$ cat src/hw/rtl/jse_pkg.sv
// jse_pkg: shared types and character constants for the json string escaper
// no dependencies; used by json_string_escaper and jse_serializer
package jse_pkg;

    typedef logic [7:0] byte_t;

    // expanded output bytes of one item, packed lowest position first
    typedef struct packed {
        logic [7:0][7:0] bytes;
        logic [2:0]      last_idx;
    } jse_item_t;

    localparam byte_t CHAR_QUOTE     = 8'h22;
    localparam byte_t CHAR_BACKSLASH = 8'h5C;
    localparam byte_t CHAR_SLASH     = 8'h2F;
    localparam byte_t CHAR_U         = 8'h75;
    localparam byte_t CHAR_ZERO      = 8'h30;
    localparam byte_t CTRL_LIMIT     = 8'd32;

    localparam byte_t CODE_BS = 8'h08;
    localparam byte_t CODE_FF = 8'h0C;
    localparam byte_t CODE_LF = 8'h0A;
    localparam byte_t CODE_CR = 8'h0D;
    localparam byte_t CODE_HT = 8'h09;

    localparam byte_t HEX_DIGITS [16] = '{
        8'h30, 8'h31, 8'h32, 8'h33, 8'h34, 8'h35, 8'h36, 8'h37,
        8'h38, 8'h39, 8'h61, 8'h62, 8'h63, 8'h64, 8'h65, 8'h66
    };

endpackage

$ cat src/hw/rtl/jse_serializer.sv
// jse_serializer: emits the expanded bytes of one item, one byte per cycle while out_ready is high
// depends on jse_pkg
module jse_serializer
    import jse_pkg::*;
(
    input  logic      clk,
    input  logic      rst_n,
    input  logic      in_valid,
    output logic      in_ready,
    input  jse_item_t in_item,
    output logic      out_valid,
    input  logic      out_ready,
    output byte_t     out_data,
    output logic      out_last
);

    logic            busy_reg, busy_next;
    logic [2:0]      idx_reg, idx_next;
    logic [7:0][7:0] bytes_reg;
    logic [2:0]      last_idx_reg;
    logic            at_end;
    logic            load;

    // output view of the current byte
    assign at_end    = (idx_reg == last_idx_reg);
    assign out_valid = busy_reg;
    assign out_data  = bytes_reg[idx_reg];
    assign out_last  = at_end;

    // take a new item when empty or when the final byte leaves now
    assign in_ready = !busy_reg || (out_ready && at_end);
    assign load     = in_valid && in_ready;

    // next busy flag and byte index
    always_comb
    begin
        busy_next = busy_reg;
        idx_next  = idx_reg;
        if (load)
        begin
            busy_next = 1'b1;
            idx_next  = 3'd0;
        end
        else if (busy_reg && out_ready)
        begin
            if (at_end)
            begin
                busy_next = 1'b0;
            end
            else
            begin
                idx_next = idx_reg + 3'd1;
            end
        end
    end

    // control registers
    always_ff @(posedge clk or negedge rst_n)
    begin
        if (!rst_n)
        begin
            busy_reg <= 1'b0;
            idx_reg  <= 3'd0;
        end
        else
        begin
            busy_reg <= busy_next;
            idx_reg  <= idx_next;
        end
    end

    // payload registers
    always_ff @(posedge clk)
    begin
        if (load)
        begin
            bytes_reg    <= in_item.bytes;
            last_idx_reg <= in_item.last_idx;
        end
    end

`ifndef SYNTHESIS
    a_idx_in_range: assert property (@(posedge clk) disable iff (!rst_n)
        busy_reg |-> (idx_reg <= last_idx_reg))
        else $error("serializer index past last byte");

    a_idx_steps: assert property (@(posedge clk) disable iff (!rst_n)
        (out_valid && out_ready && !out_last) |=>
            (out_valid && idx_reg == $past(idx_reg) + 3'd1))
        else $error("serializer skipped or repeated a byte");
`endif

endmodule

$ cat src/hw/rtl/json_string_escaper.sv
// json_string_escaper: three register stages then a byte serializer; an accepted input
// passes stage 1, stage 2, stage 3 and the serializer register before its first output byte.
// one input item per cycle when each item gives one byte and m_axis_tready stays high; an
// item that expands to more than one byte holds the serializer until its final byte leaves.
// rst_n is asynchronous, active low, and empties every stage; data regs keep no reset.
// depends on jse_pkg and jse_serializer
module json_string_escaper
    import jse_pkg::*;
(
    input  logic       clk,
    input  logic       rst_n,
    input  logic       s_axis_tvalid,
    output logic       s_axis_tready,
    input  logic [7:0] s_axis_tdata,  // [7:0] in_byte
    input  logic [1:0] s_axis_tuser,  // [0] first_byte, [1] empty_string
    input  logic       s_axis_tlast,  // last_byte
    output logic       m_axis_tvalid,
    input  logic       m_axis_tready,
    output logic [7:0] m_axis_tdata,  // [7:0] out_byte
    output logic       m_axis_tlast   // out_last
);

    // stage valids and ready chain
    logic v1_reg, v2_reg, v3_reg;
    logic rdy1, rdy2, rdy3;
    logic ser_ready;

    // stage 1: raw input
    byte_t s1_byte_reg;
    logic  s1_first_reg, s1_last_reg, s1_empty_reg;

    // stage 2: escape body
    logic [7:0][7:0] s2_body_reg, s2_body_next;
    logic [2:0]      s2_len_reg, s2_len_next;
    logic            s2_first_reg, s2_last_reg;

    // stage 3: placed output bytes
    jse_item_t s3_item_reg, s3_item_next;

    assign rdy3          = !v3_reg || ser_ready;
    assign rdy2          = !v2_reg || rdy3;
    assign rdy1          = !v1_reg || rdy2;
    assign s_axis_tready = rdy1;

    // short escape letter for the five named control codes, zero when none
    function automatic byte_t short_escape(input byte_t c);
        byte_t r;
        r = 8'h00;
        unique case (c)
            CODE_BS: r = 8'h62;
            CODE_FF: r = 8'h66;
            CODE_LF: r = 8'h6E;
            CODE_CR: r = 8'h72;
            CODE_HT: r = 8'h74;
            default: r = 8'h00;
        endcase
        return r;
    endfunction

    // classify the byte and build its escaped body; an empty string becomes
    // an opening quote followed by a one-quote body
    always_comb
    begin
        byte_t sc;
        sc           = short_escape(s1_byte_reg);
        s2_body_next = '0;
        s2_len_next  = 3'd1;
        s2_body_next[0] = s1_byte_reg;
        priority if (s1_empty_reg)
        begin
            s2_body_next[0] = CHAR_QUOTE;
        end
        else if (s1_byte_reg == CHAR_QUOTE || s1_byte_reg == CHAR_BACKSLASH ||
                 s1_byte_reg == CHAR_SLASH)
        begin
            s2_body_next[0] = CHAR_BACKSLASH;
            s2_body_next[1] = s1_byte_reg;
            s2_len_next     = 3'd2;
        end
        else if (sc != 8'h00)
        begin
            s2_body_next[0] = CHAR_BACKSLASH;
            s2_body_next[1] = sc;
            s2_len_next     = 3'd2;
        end
        else if (s1_byte_reg < CTRL_LIMIT)
        begin
            s2_body_next[0] = CHAR_BACKSLASH;
            s2_body_next[1] = CHAR_U;
            s2_body_next[2] = CHAR_ZERO;
            s2_body_next[3] = CHAR_ZERO;
            s2_body_next[4] = HEX_DIGITS[s1_byte_reg[7:4]];
            s2_body_next[5] = HEX_DIGITS[s1_byte_reg[3:0]];
            s2_len_next     = 3'd6;
        end
        else
        begin
            s2_body_next[0] = s1_byte_reg;
        end
    end

    // place quotes around the body in the eight-byte output slot
    always_comb
    begin
        logic [3:0] j;
        logic [3:0] total;
        s3_item_next = '0;
        for (int i = 0; i < 8; i++)
        begin
            j = 4'(i) - {3'd0, s2_first_reg};
            if (s2_first_reg && i == 0)
            begin
                s3_item_next.bytes[i] = CHAR_QUOTE;
            end
            else if (j < {1'b0, s2_len_reg})
            begin
                s3_item_next.bytes[i] = s2_body_reg[j[2:0]];
            end
            else
            begin
                s3_item_next.bytes[i] = CHAR_QUOTE;
            end
        end
        total = {3'd0, s2_first_reg} + {1'b0, s2_len_reg} + {3'd0, s2_last_reg} - 4'd1;
        s3_item_next.last_idx = total[2:0];
    end

    // stage valid bits
    always_ff @(posedge clk or negedge rst_n)
    begin
        if (!rst_n)
        begin
            v1_reg <= 1'b0;
            v2_reg <= 1'b0;
            v3_reg <= 1'b0;
        end
        else
        begin
            if (rdy1)
            begin
                v1_reg <= s_axis_tvalid;
            end
            if (rdy2)
            begin
                v2_reg <= v1_reg;
            end
            if (rdy3)
            begin
                v3_reg <= v2_reg;
            end
        end
    end

    // stage payloads
    always_ff @(posedge clk)
    begin
        if (rdy1 && s_axis_tvalid)
        begin
            s1_byte_reg  <= s_axis_tdata;
            s1_first_reg <= s_axis_tuser[0];
            s1_empty_reg <= s_axis_tuser[1];
            s1_last_reg  <= s_axis_tlast;
        end
        if (rdy2 && v1_reg)
        begin
            s2_body_reg  <= s2_body_next;
            s2_len_reg   <= s2_len_next;
            s2_first_reg <= s1_first_reg || s1_empty_reg;
            s2_last_reg  <= s1_last_reg && !s1_empty_reg;
        end
        if (rdy3 && v2_reg)
        begin
            s3_item_reg <= s3_item_next;
        end
    end

    // output serializer
    jse_serializer u_ser (
        .clk       (clk),
        .rst_n     (rst_n),
        .in_valid  (v3_reg),
        .in_ready  (ser_ready),
        .in_item   (s3_item_reg),
        .out_valid (m_axis_tvalid),
        .out_ready (m_axis_tready),
        .out_data  (m_axis_tdata),
        .out_last  (m_axis_tlast)
    );

`ifndef SYNTHESIS
    a_body_len: assert property (@(posedge clk) disable iff (!rst_n)
        v2_reg |-> (s2_len_reg == 3'd1 || s2_len_reg == 3'd2 || s2_len_reg == 3'd6))
        else $error("escape body has an impossible length");

    a_stall_full: assert property (@(posedge clk) disable iff (!rst_n)
        !s_axis_tready |-> (v1_reg && v2_reg && v3_reg && m_axis_tvalid))
        else $error("input stalled while a stage is free");
`endif

endmodule

$ cat config.mk
export PLATFORM = sky130hd
export DESIGN_NAME = json_string_escaper
export DESIGN_NICKNAME = d
export VERILOG_FILES = /design/src/hw/rtl/jse_pkg.sv /design/src/hw/rtl/jse_serializer.sv /design/src/hw/rtl/json_string_escaper.sv
export SDC_FILE = /design/constraint.sdc
export NUM_CORES = 1
export LEC_CHECK = 0
export BUFFER_PORTS_ARGS = -buffer_cell sky130_fd_sc_hd__buf_2
export CORE_MARGIN = 4
export CORE_UTILIZATION = 25
export CTS_CLUSTER_SIZE = 30
export DETAILED_ROUTE_END_ITERATION = 16
export GPL_TIMING_DRIVEN = 0
export MAX_ROUTING_LAYER = met4
export PLACE_DENSITY = 0.48
export SYNTH_ARGS = -nofsm -noshare
export SYNTH_HDL_FRONTEND = slang
export SYNTH_HIERARCHICAL = 1
export SYNTH_SLANG_ARGS = --single-unit
$ cat constraint.sdc
create_clock -name clk -period 2.9 [get_ports clk]
set_input_delay 0.145 -clock clk [delete_from_list [all_inputs] [get_ports clk]]
set_output_delay 0.145 -clock clk [all_outputs]
set_load 0.01 [all_outputs]
# ---- Word-level counts from Yosys, hierarchy flattened
# Memory sizes are Yosys's and may differ from the RTL's. A register that Yosys moved wholly into a read port is not among the register bits.
# Cells that the tools add are included.
# W data, S select, Z words.
dict set report word_totals {
  memories 2
  input_bits 15
  elab_cells 142
  romBits 256
  reg_bits 189
}
# memory depth width rd rd_clocked_by_memory_dff wr line_no
set memory_table {}
lappend memory_table {{(no name shown)} 16 8 1 1 0 json_string_escaper.sv:93} ;# s2_body_next[5] = HEX_DIGITS[s1_byte_reg[3:0]];
lappend memory_table {{(no name shown)} 16 8 1 1 0 json_string_escaper.sv:92} ;# s2_body_next[4] = HEX_DIGITS[s1_byte_reg[7:4]];
dict set report classes {
  n_reduce_logical 28
  n_mux 32
  n_eq_ne 10
  n_lt_le_gt_ge 18
  bitwise 4
  n_addsub 12
}
# cell n
set op_table {}
lappend op_table {{$bmux W8 S3} 9}
lappend op_table {{$mux W8} 10}
lappend op_table {{$eq A8 B4 Y1 const B} 5}
lappend op_table {{$lt A3 B4 Y1 const B} 9}
lappend op_table {{$pmux W7 S5} 1}
lappend op_table {{$lt A4 B3 Y1} 8}
lappend op_table {{$mux W16} 2}
lappend op_table {{$mux W22} 1}
lappend op_table {{$eq A8 B6 Y1 const B} 2}
lappend op_table {{$sub A3 B1 Y4 const A} 4}
lappend op_table {{$mux W3} 4}
lappend op_table {{$not A4 Y5} 2}
lappend op_table {{$eq A8 B7 Y1 const B} 1}
lappend op_table {{$lt A8 B6 Y1 const B} 1}
lappend op_table {{$reduce_bool A8 Y1} 1}
lappend op_table {{$reduce_or A4 Y1} 2}
lappend op_table {{$logic_and A1 B1 Y1} 7}
lappend op_table {{$logic_or A1 B1 Y1} 7}
lappend op_table {{$sub A2 B1 Y3 const A} 2}
lappend op_table {{$logic_not A1 Y1} 5}
lappend op_table {{$mux W2} 2}
lappend op_table {{$reduce_and A2 Y1} 2}
lappend op_table {{$reduce_bool A2 Y1} 2}
lappend op_table {{$sub A1 B1 Y2 const A} 2}
lappend op_table {{10 further kinds} 13}

# ---- Depth between registers and ports, before layout
dict set report depth {
  ltp_word 7
  mapped_depth 8
  ltp_nobuf 8
}

# ---- Hierarchy
# Netlist, hierarchy kept.
# module area_per_inst_um2 cells_per_inst instances seq_area_each_um2
set modules_own_cells {}
lappend modules_own_cells {json_string_escaper 4389.2 314 1 3007.9}
lappend modules_own_cells {jse_serializer 2793.9 122 1 2112.0}

# ---- Worst setup path after synthesis
# No wires, ideal clock.
dict set report synth_timing {
  kind {register to register}
  startpoint {register u_ser.idx_reg[0]}
  endpoint {register u_ser/bytes_reg[0] (netlist name) (enable)}
  required_ps 2468
  setup_ps 432
  arrival_time_ps 2734
  n_path_buf 1
  slack_ps -266
  path_stages_with_launch 6
  cell_sequence {dfrtp_1 > buf_6 > xnor2_1 > nand3_1 > o21ai_0 > and2_1}
}
dict set report synth_via {
  elab_chain_cells 4
}
# item line_no
set synth_rtl {}
lappend synth_rtl {{start: declaration} jse_serializer.sv:18} ;# logic [2:0] idx_reg, idx_next;
lappend synth_rtl {{start signal: assignment} jse_serializer.sv:68} ;# idx_reg <= idx_next;
lappend synth_rtl {{$eq A3 B3 Y1} jse_serializer.sv:25} ;# assign at_end = (idx_reg == last_idx_reg);
lappend synth_rtl {{$logic_and A1 B1 Y1} jse_serializer.sv:31} ;# assign in_ready = !busy_reg || (out_ready && at_end);
lappend synth_rtl {{$logic_or A1 B1 Y1} jse_serializer.sv:31}
lappend synth_rtl {{named net ser_ready} json_string_escaper.sv:26} ;# logic ser_ready;
lappend synth_rtl {{$logic_and A1 B1 Y1} jse_serializer.sv:32} ;# assign load = in_valid && in_ready;
lappend synth_rtl {{end signal: assignment} jse_serializer.sv:77} ;# bytes_reg <= in_item.bytes;
lappend synth_rtl {{end: declaration} jse_serializer.sv:19} ;# logic [7:0][7:0] bytes_reg;
# The timed path passes the listed nets, and every way through them passes these cells.
# A chain may end at the register's enable or synchronous reset.

# ---- Final worst setup path
dict set report layout_timing {
  startpoint {register u_ser.idx_reg[1]}
  endpoint {register s1_byte_reg[2] (enable)}
}
dict set report layout_via {
  elab_chain_cells 7
}
# item line_no
set layout_rtl {}
lappend layout_rtl {{$eq A3 B3 Y1} jse_serializer.sv:25}
lappend layout_rtl {{$logic_and A1 B1 Y1} jse_serializer.sv:31}
lappend layout_rtl {{$logic_or A1 B1 Y1} jse_serializer.sv:31}
lappend layout_rtl {{named net ser_ready} json_string_escaper.sv:26}
lappend layout_rtl {{$logic_or A1 B1 Y1} json_string_escaper.sv:40} ;# assign rdy3 = !v3_reg || ser_ready;
lappend layout_rtl {{$logic_or A1 B1 Y1} json_string_escaper.sv:41} ;# assign rdy2 = !v2_reg || rdy3;
lappend layout_rtl {{$logic_or A1 B1 Y1} json_string_escaper.sv:42} ;# assign rdy1 = !v1_reg || rdy2;
lappend layout_rtl {{$logic_and A1 B1 Y1} json_string_escaper.sv:157} ;# if (rdy1 && s_axis_tvalid)
lappend layout_rtl {{end signal: assignment} json_string_escaper.sv:159} ;# s1_byte_reg <= s_axis_tdata;
lappend layout_rtl {{end: declaration} json_string_escaper.sv:29} ;# byte_t s1_byte_reg;
# The timed path passes the listed nets, and every way through them passes these cells.

==> impl_metrics.env <==
export IMPL_status="completed"
export IMPL_crit_slowest_cell="and2_1"
export IMPL_p_per_area_nw_per_um2=830.6
export IMPL_nFillCells=2777
export IMPL_route_detailed_drc=0
export IMPL_required_ns=2.95
export IMPL_num_antenna_cells=0
export IMPL_rrSetupSlack_ns=0.29
export IMPL_cts_root_buf="clkbuf_16"
export IMPL_die_area_sq_um=31510
export IMPL_drt_first_pass_iters=5
export IMPL_final_common_cell="edfxtp_1"
export IMPL_vias_per_cell=4.155
export IMPL_largest_reg_flops=64
export IMPL_netlist_area_sq_um=7183
export IMPL_critPathKind="register to register"
export IMPL_met1_length_microns=6544
export IMPL_cts_made_buffers=17
export IMPL_grt_pass1_vias=3798
export IMPL_drt_wl_total_microns=13620
export IMPL_final_core_util=0.3047
export IMPL_rsz0062_at_grt="no"
export IMPL_gp_congestion=0.8353
export IMPL_initialDrtViolationCount=284
export IMPL_layout_common_cells="164 x edfxtp_1, 31 x buf_2, 31 x nor2_1"
export IMPL_netlist_cell_type_count=57
export IMPL_wl_met3_microns=532
export IMPL_area_growth_pct=19.13
export IMPL_finalWorstSetupSlack_ns=0.2888
export IMPL_cts_max_level=4
export IMPL_min_period_ns=2.611
export IMPL_final_nets=542
export IMPL_hold_violations=0
export IMPL_die_w_microns=177.5
export IMPL_multi_input_area_sq_um=1964
export IMPL_slew_headroom=0.4254
export IMPL_leakage_uw=0.002984
export IMPL_slew_viol_final=0
export IMPL_crit_top_cell="nand3_1"
export IMPL_grt_max_degree=68
export IMPL_clkSlewWorstSetupHoldPaths_ns=0.07
export IMPL_place_ws_ns=-0.3391
export IMPL_cts_setup_buffers=0
export IMPL_path_cells="buf_2, xnor2_1, nand3_1, o21ai_0, nor2b_1, nand3_1, and2_1"
export IMPL_syn_avg_cell_area_sq_um=16.48
export IMPL_start_util=0.2557
export IMPL_place_hpwl_microns=9665
export IMPL_core_region_area_sq_um=28090
export IMPL_top_layer_used="met4"
export IMPL_setup_viol=0
export IMPL_synth_edf_count=164
export IMPL_postRouteAntennaNets=0
export IMPL_skew_ns=0.01210
export IMPL_cap_violations=0
export IMPL_ys_warnings_count=6
export IMPL_post_route_period_util=0.9004
export IMPL_postSynth_asyncResetShare=0.04070
export IMPL_fin_setup_tns_ns=0
export IMPL_crit_path_max_incr_delay_ns=0.57
export IMPL_fmax_mhz=383.0
export IMPL_die_h_microns=177.5
export IMPL_syn_inst=436
export IMPL_cts_tree="yes"
export IMPL_worstMarginPinSlew_ns=0.8619
export IMPL_portBuffers=25
export IMPL_antenna_found_initial=0
export IMPL_arrival_ns=2.66
export IMPL_rows=61
export IMPL_vdd_ir_drop_max_mv=0.3594
export IMPL_wl_met2_microns=6297
export IMPL_wl_per_cell_microns=15.10
export IMPL_grt_pass1_wl_microns=21750
export IMPL_ys_ff_latch=172
export IMPL_seqCellArea_sq_um=5120
export IMPL_grt_usage=0.09322
export IMPL_clockBufferDepth=2
export IMPL_insertion_delay_ns=0.42
export IMPL_vias=3748
export IMPL_yosysSeqAreaShare=0.7128
export IMPL_clock_sinks=172
export IMPL_crit_path_start_kind="register"
export IMPL_ys_flop_type="edfxtp_1"
export IMPL_drive_above_1_share=0.1870
export IMPL_grt_overflow=0
export IMPL_crit_path_end_kind="register"
export IMPL_io_pins=26
export IMPL_crit_fanout=11
export IMPL_hold_path_class="input pin to register"
[repair_timing]
item,CTS,global route
hold buffers,13,0
hold endpoints to repair,19,0
gates resized for setup,2,2
setup endpoints to repair,86,41
gates cloned,0,0
[Yosys cell counts (6+ instances only)]
| cell type | count | area [sq um] |
|---|---|---|
| nand2_1 | 7 | 26.28 |
| mux4_2 | 8 | 180.2 |
| o21ai_0 | 14 | 70.07 |
| inv_1 | 21 | 78.83 |
| mux2i_1 | 15 | 150.1 |
| edfxtp_1 | 164 | 4925 |
| a211oi_1 | 8 | 60.06 |
| nor2_1 | 31 | 116.4 |
| mux2_2 | 8 | 90.09 |
| a21oi_1 | 11 | 55.05 |
| nand2b_1 | 7 | 43.79 |
| nand3_1 | 6 | 30.03 |
| dfrtp_1 | 7 | 175.2 |
| mux4_1 | 8 | 210.2 |
| ha_1 | 15 | 187.7 |
| buf_2 | 6 | 30.03 |
| nor2b_1 | 7 | 43.79 |
| and2_1 | 24 | 150.1 |
[critical path, delay by kind of cell, from the launching register on]
kind                   cells  cell delay [ns]
AO/OA/AOI/OAI              1             0.38
buffers and inverters      1             0.23
AND/OR/NAND/NOR            4             1.00
XOR/XNOR                   1             0.24
flip-flops                 1             0.38
[cells by family (layout without fill, tap and decap cells)]
group                      count (synthesis)  after routing  synth area share
and+or+nand+nor                          110            110           0.08796
xor gates and xnor gates                   5              5          0.006096
AOI/OAI and AO/OA                         55             55           0.05104
other                                      1             19         0.0005221
DFF                                      172            172            0.7128
adders and majority gates                 16             16           0.02891
buffers and inverters                     38            108           0.02491
muxes                                     39             39           0.08779
[worst paths after layout]
| kind | start | to | cells after the start |
|---|---|---|---|
| worst max-delay path | u_ser/idx_reg[1] | s1_byte_reg[2] | 7 |
| worst min-delay path | m_axis_tready | u_ser/idx_reg[1] | 2 |
| worst max register to register | u_ser/idx_reg[1] | s1_byte_reg[2] | 7 |
| worst min register to register | s3_item_reg[37] | u_ser/bytes_reg[34] | 0 |
| max in group asynchronous | rst_n | v1_reg | 2 |
| min in group asynchronous | rst_n | u_ser/idx_reg[1] | 2 |
[report_power, final]
| group | total [uW] | switching [uW] | leakage, uW | internal, uW |
|---|---|---|---|---|
| combinational | 1560 | 904 | 0.00114 | 651 |
| sequential | 3380 | 144 | 0.00157 | 3240 |
| clock | 2170 | 965 | 0.000274 | 1210 |
| total | 7110 | 2010 | 0.00298 | 5090 |
[stage by stage]
stage	hold slack, ns	power [uW]	instance area [sq um]	std cells
after floorplan	-0.1506	4457	7253	454
after detailed placement	-0.006749	5009	7853	857
final	0.02979	7107	8557	902
after CTS	0.007021	7204	8551	902
after global placement	-0.01764	4971	7851	857
after global routing	0.03228	7469	8557	902
[per-layer routing]
| layer | GRT usage | up-vias |
|---|---|---|
| li1 | - | 1802 |
| met3 | 0.02642 | 19 |
| met1 | 0.1228 | 1841 |
| met2 | 0.1392 | 86 |
| met4 | 0.03126 | 0 |
| met5 | - | - |
[layout make-up]
| cell class | count | area share |
|---|---|---|
| buffer | 17 | 0.01170 |
| inverter | 21 | 0.009212 |
| sequential | 172 | 0.5983 |
| tap | 378 | 0.05527 |
| clock inverter | 13 | 0.01550 |
| timing repair buffer | 38 | 0.02983 |
| multi-input combinational | 244 | 0.2296 |
| clock buffer | 19 | 0.05059 |
Power figures use the tool's default switching activity.
